[config.mk]
export PLATFORM = sky130hd
export DESIGN_NAME = cmap_ctrl
export DESIGN_NICKNAME = d
export VERILOG_FILES = /design/src/hdl/cmap_pkg.sv /design/src/hdl/cmap_ctrl.sv
export SDC_FILE = /design/constraint.sdc
export NUM_CORES = 1
export LEC_CHECK = 0
export BUFFER_PORTS_ARGS = -buffer_cell sky130_fd_sc_hd__buf_2
export CORE_AREA = 2 2 39 41
export DETAILED_ROUTE_END_ITERATION = 12
export DIE_AREA = 0 0 41 43
export MAX_ROUTING_LAYER = met4
export PLACE_DENSITY = 0.47
export SLEW_MARGIN = 20
export SYNTH_ARGS = -nofsm -noshare
export SYNTH_HDL_FRONTEND = slang
export SYNTH_SLANG_ARGS = --single-unit
[constraint.sdc]
create_clock -name clk -period 1.3 [get_ports clk]
set_input_delay 0.065 -clock clk [delete_from_list [all_inputs] [get_ports clk]]
set_output_delay 0.065 -clock clk [all_outputs]
set_load 0.005 [all_outputs]
[src/hdl/cmap_pkg.sv]
package cmap_pkg;

	localparam int unsigned HW_WIDTH = 8;

	typedef struct packed {
		logic signed [31:0] eps_sample;
		logic signed [31:0] y_sample;
		logic               last_sample;
	} in_item_t;

	typedef struct packed {
		logic signed [31:0] eps_average;
		logic signed [31:0] y_average;
		logic               last_average;
	} out_item_t;

	// controller -> datapath
	typedef struct packed {
		logic capture;    // latch input, start memory read
		logic update;     // update sums, write memory
		logic div_start;  // launch divider
		logic clear;      // drop series state, load half_window
	} dp_cmd_t;

	// datapath -> controller
	typedef struct packed {
		logic emit;       // this item produces a result
		logic div_done;
	} dp_sts_t;

endpackage

[src/hdl/cmap_ctrl.sv]
module cmap_ctrl (
	input  logic              clk,
	input  logic              arst_n,
	input  logic              in_valid,
	output logic              in_ready,
	output logic              out_valid,
	input  logic              out_ready,
	input  logic              cfg_we,
	input  cmap_pkg::dp_sts_t sts,
	output cmap_pkg::dp_cmd_t cmd
);

	typedef enum logic [4:0] {
		ST_IDLE = 5'b00001,
		ST_READ = 5'b00010,
		ST_UPD  = 5'b00100,
		ST_DIV  = 5'b01000,
		ST_OUT  = 5'b10000
	} state_t;

	state_t state_q, state_d;

	always_comb begin
		state_d = state_q;
		cmd = '0;
		in_ready = 1'b0;
		out_valid = 1'b0;
		cmd.clear = cfg_we;
		unique case (state_q)
			ST_IDLE: begin
				in_ready = 1'b1;
				if (in_valid) begin
					cmd.capture = 1'b1;
					state_d = ST_READ;
				end
			end
			ST_READ: state_d = ST_UPD;
			ST_UPD: begin
				cmd.update = 1'b1;
				state_d = ST_DIV;
			end
			ST_DIV: begin
				if (!sts.emit) begin
					state_d = ST_IDLE;
				end else begin
					cmd.div_start = 1'b1;
					state_d = ST_OUT;
				end
			end
			ST_OUT: begin
				out_valid = sts.div_done;
				if (sts.div_done && out_ready) begin
					state_d = ST_IDLE;
				end
			end
			default: state_d = ST_IDLE;
		endcase
	end

	always_ff @(posedge clk or negedge arst_n) begin
		if (!arst_n) begin
			state_q <= ST_IDLE;
		end else begin
			state_q <= state_d;
		end
	end

`ifndef SYNTHESIS
	a_onehot: assert property (@(posedge clk) disable iff (!arst_n) $onehot(state_q))
		else $error("state not one-hot");
	a_no_overlap: assert property (@(posedge clk) disable iff (!arst_n)
		!(in_ready && out_valid)) else $error("accept while result pending");
	a_upd_after_read: assert property (@(posedge clk) disable iff (!arst_n)
		cmd.update |-> $past(state_q == ST_READ)) else $error("update out of order");
`endif

endmodule

==> run metrics, run 1 <==
Leakage Power=0.2647 nW; sequential power share=31.3%; class of the worst hold path=in -> out; Synth area leaders=dfrtp_1, dfstp_2, and3b_2; vias per cell=4.303; EDFF count, synth=0; area leader, netlist=dfrtp_1; RSZ-0062 raised after global routing=yes; Initial DRC Count=4; number of inserted diodes=0; Comb power frac=49.8%; Die ar.=1763 um^2; crit path DAT=1.27 ns; slew margin rel.=86.27%; Netlist cell types=20; ys flop type=dfrtp_1; ANT nets after route=0; CP Launch Type=register; Worst-Margin Slew=0.2059 ns; Root Buffer=clkbuf_4; Max-Cap Viols=0; sequential-to-total area share from yosys stat=43.16%; Layout area overhead=67.09%; Avg Cell Area, Syn=10.84 um^2; Crit. path cell count=5; minimum clock period=1.336 ns; H-tree levels=1; first-pass GRT wire length=1124 um; part of the cycle the worst path needs=102.7%; I/O Buffers=10; synthesized area=292.8 um^2; clock network power share=18.9%; Worst EP required=1.24 ns; Pint=0.6428 mW; routability cong.=0.6843; Gate Count Post-Synth=27; DIE WIDTH=41 um; Top reg by flops=state_q; met3 routed WL=36 um; Worst-path clk slew=0.04 ns; final instance area=489.2 um^2; Post-synth ARST share=100.0%; delay-heaviest family, CP=flip-flops; layout net count=58; CP Capture Type=primary output; Pwr Total=0.9669 mW; initial antenna violation count=0; top cell type's share of synthesized area=34.19%; met2 wire len=342 um; layout cells sized above 1=66.00%; Fmax=748.7 MHz; Post-Syn Nets=34; DP HPWL=438.7 um; Max FO, Critical Path=3; TritonCTS clock tree=built; Crit-path slowest cell=dfrtp_2; worst path cell trace=nor3_4 -> nand3b_1 -> inv_1 -> and2_1 -> buf_2; clk sinks=5; Layout Skew=0.001708 ns; max reg flops=5; YS warnings=0; deepest clock path buffer count=2; violated checks=negative setup slack; WL/cell=10.86 um; Routed WL=717 um; Slew Limit Fails=0; top routing layer in use=met4; Die Y=43 um; Hold Vio Cnt, Final=0; status=finished with violations; Filler cells=139; number of buffers created by CTS=3; GRT Total Usage=10.48%; IO Count=13; critical path buffer and inverter count=2; Final Setup Violations=4; critical path type=reg -> out; Placed Area=355.3 um^2; DRC viols=0; drt pass-1 iters=2; pwr dens=1976 nW/um^2; vias=284; Largest regs=state_q x5; latest clock arrival within the worst-skew pair=0.24 ns; Starting Density=21.16%; largest net degree at the start of global routing=8; worst hold slack=0.1300 ns; area of the multi-input gates=172.7 um^2; # rows=14; grt total ovfl=0; M1 WL=318 um; Sw Ratio=33.52%; Synth Register Bits=5; core footprint=1384 um^2; hold path depth=0; vias in the first global route=273; critical path's largest stage delay=0.42 ns; worst r2r path cells=4; register area=130.1 um^2; sw power=0.3241 mW; Worst Slack Setup Final=-0.03571 ns; worst vdd ir=843.1 uV
-- repair_timing --
item                       CTS  global route
buffers inserted             7             2
setup endpoints to repair    5             6
hold buffers                 2             0
resized for setup            6             1
pin swaps                    6             1
hold endpoints to repair     6             0
-- stage by stage --
stage,instances,TNS [ns],util [%],setup slack (ns)
2_1_floorplan,27,0,-,0.1465
3_3_place_gp,52,0,25.68,0.05488
3_5_place_dp,52,0,25.68,0.06265
4_1_cts,65,-0.09427,34.72,-0.04876
5_1_grt,66,-0.3822,35.35,-0.1205
6_report,66,-0.05554,35.35,-0.03571
-- cells in the final DEF, fill, tap and decap left out, drive strengths merged --
cell         synthesis  layout
dlygate4sd3          0       2
buf                  1      18
o21ai                1       1
nand2                1       1
and3                 3       3
and2b                1       1
and2                 2       2
inv                  1       1
dfrtp                4       4
o32ai                1       1
nand3b               1       1
and3b                2       2
or2                  1       1
and4b                1       1
dfstp                1       1
clkbuf               0       4
nor2                 2       2
o211a                1       1
nor3                 2       2
xor2                 1       1
-- cells in the mapped netlist (2+ instances only) --
cell type / number
dfrtp_1: 4
and2_1: 2
and3_2: 2
and3b_2: 2
nor2_1: 2
-- final cells by class --
| cell class | count | area share (%) |
|---|---|---|
| timing repair buffer | 20 | 27.88 |
| multi-input combinational | 20 | 35.29 |
| tap | 16 | 4.092 |
| clock buffer | 4 | 5.371 |
| sequential | 5 | 26.60 |
| inverter | 1 | 0.7673 |
-- layer usage --
| metal | track usage (%) | vias to the layer above |
|---|---|---|
| met1 | 11.22 | 132 |
| met5 | - | - |
| met4 | 8.000 | 0 |
| met3 | 3.141 | 2 |
| met2 | 15.31 | 10 |
| li1 | - | 140 |
-- cells by family (layout without fill, tap and decap cells) --
| kind of cell | count (synthesis) | after routing | synth area share, % |
|---|---|---|---|
| XOR/XNOR | 1 | 1 | 2.992 |
| AO/OA/AOI/OAI | 3 | 3 | 10.68 |
| flip-flops | 5 | 5 | 43.17 |
| buffers and inverters | 2 | 25 | 3.846 |
| AND/OR/NAND/NOR | 16 | 16 | 39.32 |
-- power groups by stage --
stage,clock (mW),sequential (mW),combinational (mW)
3_3_place_gp,0,0.286,0.293
2_1_floorplan,0,0.268,0.217
3_5_place_dp,0,0.286,0.291
4_1_cts,0.191,0.301,0.482
5_1_grt,0.206,0.313,0.532
6_report,0.183,0.303,0.481
-- path summary, 6_finish.rpt --
| path | slack [ns] | endpoint | from |
|---|---|---|---|
| setup / recovery | -0.04 | cmd[3] | state_q[4] |
| hold / removal | 0.13 | cmd[0] | cfg_we |
| setup reg to reg | 0.05 | state_q[0] | state_q[1] |
| hold reg to reg | 0.65 | state_q[2] | state_q[1] |
| max in group asynchronous | 0.91 | state_q[0] | arst_n |
| min in group asynchronous | 0.18 | state_q[4] | arst_n |
(Power assumes the default switching activity.)
==> inputs of run 2 (changes only) <==
PLACE_DENSITY = 0.51   (was 0.47)
SETUP_SLACK_MARGIN = 0.5   (was not set)
==> run 2 against run 1 <==
Against the previous run: the flow still finishes with violations (negative setup slack); combinational power is 52% higher; final cell count is 6.1% higher; worst setup slack worse by 0.028 ns; core utilization is 5.9 points higher; global-route usage is 0.34 points lower; critical path type unchanged; largest power group unchanged; highest routed layer unchanged.
==> run metrics, run 2 (synthesized netlist as in run 1, its figures left out) <==
status=finished with violations; violated checks=negative setup slack; minimum clock period=1.364 ns; Placed Cells=52; number of inserted diodes=0; HP Start=in_valid; flop-to-flop setup slack=0 ns; grt total ovfl=0; H-tree levels=1; Die Y=43 um; I/O Buffers=10; critical path's largest stage delay=0.40 ns; Slew Limit Fails=0; Leakage Power=0.2939 nW; Fmax=733.1 MHz; CP Capture Type=primary output; initial antenna violation count=0; part of the cycle the worst path needs=104.9%; Max-Cap Viols=0; Crit-path slowest cell=dfrtp_1; worst vdd ir=991.9 uV; CP Launch Type=register; vias=303; Worst-path clk slew=0.04 ns; Die ar.=1763 um^2; Initial DRC Count=3; latest clock arrival within the worst-skew pair=0.24 ns; commonest non-fill, non-tap cell in the layout=buf_6; GRT Total Usage=10.13%; hold path endpoint=state_q[1]; deepest clock path buffer count=2; vias per cell=4.329; DIE WIDTH=41 um; # rows=14; WL/cell=9.943 um; Max FO, Critical Path=4; Worst EP required=1.24 ns; pre-CTS setup slack=0.1312 ns; slew margin rel.=87.14%; crit path DAT=1.30 ns; Layout Skew=0.001365 ns; Worst-Margin Slew=0.1929 ns; IO Count=13; critical path type=reg -> out; layout net count=62; Pwr Total=1.198 mW; Worst Slack Setup Final=-0.06402 ns; r2r startpoint=state_q[1]; Cell Count, Final, Fillers Out=70; largest net degree at the start of global routing=8; Final Setup Violations=3; ANT nets after route=0; pwr dens=2100 nW/um^2; RSZ-0062 raised after global routing=yes; clk sinks=5; worst path cell trace=nor3_2 -> nand3b_1 -> inv_2 -> and2_4 -> buf_6; Routed WL=696 um; worst hold slack=0.06809 ns; Filler cells=156; number of buffers created by CTS=3; TritonCTS clock tree=built; drt pass-1 iters=2; Root Buffer=clkbuf_4; most frequent cells in the layout=buf_6, buf_2, buf_4, clkbuf_4, dfrtp_1; Largest regs=state_q x5; worst r2r path cells=4; Hold Vio Cnt, Final=0; layout cells sized above 1=72.22%; DRC viols=0; Starting Density=21.16%; max reg flops=5; class of the worst hold path=in -> reg; routability cong.=0.6622; core footprint=1384 um^2; Reg-to-Reg End=state_q[0]; Layout area overhead=94.87%; Top reg by flops=state_q; vias in the first global route=278; hold path depth=2; first-pass GRT wire length=1097 um
## run 2: changes by cell type in the layout (fill, tap and decap cells not counted), moves of 2 or more
cell and change:
dfrtp_2 -2, buf_4 -2, dfrtp_1 +2, buf_6 +9, buf_2 -3, and3_4 +2
## run 2: how the worst max path moves through the flow
| stage | startpoint | end | slack, ns |
|---|---|---|---|
| 2_1_floorplan | state_q[0] | state_q[4] | 0.18 |
| 3_3_place_gp | state_q[0] | state_q[4] | 0.13 |
| 3_5_place_dp | state_q[0] | state_q[4] | 0.13 |
| 4_1_cts | state_q[1] | cmd[3] | -0.07 |
| 5_1_grt | state_q[4] | cmd[3] | -0.15 |
| 6_report | state_q[4] | cmd[3] | -0.06 |
## run 2: worst max-delay path, delay by kind of cell, from the launching register on
| family | cells | cell delay [ns] |
|---|---|---|
| buffers and inverters | 2 | 0.17 |
| flip-flops | 1 | 0.40 |
| AND/OR/NAND/NOR | 3 | 0.49 |
## run 2: power by group
| group | total [mW] | internal (mW) | leakage, nW | switching, mW |
|---|---|---|---|---|
| Clock | 0.178 | 0.116 | 0.0150 | 0.0622 |
| Sequential | 0.290 | 0.216 | 0.0636 | 0.0738 |
| Combinational | 0.730 | 0.497 | 0.215 | 0.233 |
| Total | 1.20 | 0.829 | 0.294 | 0.369 |
## run 2: per-layer routing
layer | vias up | GRT usage, % | part of all wire (%)
met5 | - | - | 0
met4 | 0 | 8.000 | 3.2
met3 | 3 | 4.712 | 5.5
met2 | 8 | 14.37 | 55
met1 | 141 | 10.13 | 36
li1 | 151 | - | -
## run 2: repair_timing
action / in CTS / in global routing
setup buffers: 6 / 6
endpoints found under the hold margin: 6 / 0
pin swaps: 8 / 5
gates resized for setup: 4 / 14
hold buffers: 2 / 0
setup endpoints to repair: 10 / 10
## run 2: final cells by class
| type | count | area, um^2 | share of cell area, % |
|---|---|---|---|
| sequential | 5 | 127.6 | 22.37 |
| timing repair buffer | 24 | 207.7 | 36.40 |
| multi-input combinational | 20 | 185.2 | 32.46 |
| clock buffer | 4 | 26.28 | 4.605 |
| tap | 16 | 20.02 | 3.509 |
| inverter | 1 | 3.754 | 0.6579 |
## run 2: metrics by stage
stage / TNS, ns / instance area (um^2) / utilization [%]
final: -0.1095 / 570.5 / 41.23
after global routing: -0.5374 / 570.5 / 41.23
after CTS: -0.1067 / 466.7 / 33.73
after detailed placement: 0 / 360.3 / 26.04
after global placement: 0 / 360.3 / 26.04
after floorplan: 0 / 297.8 / -
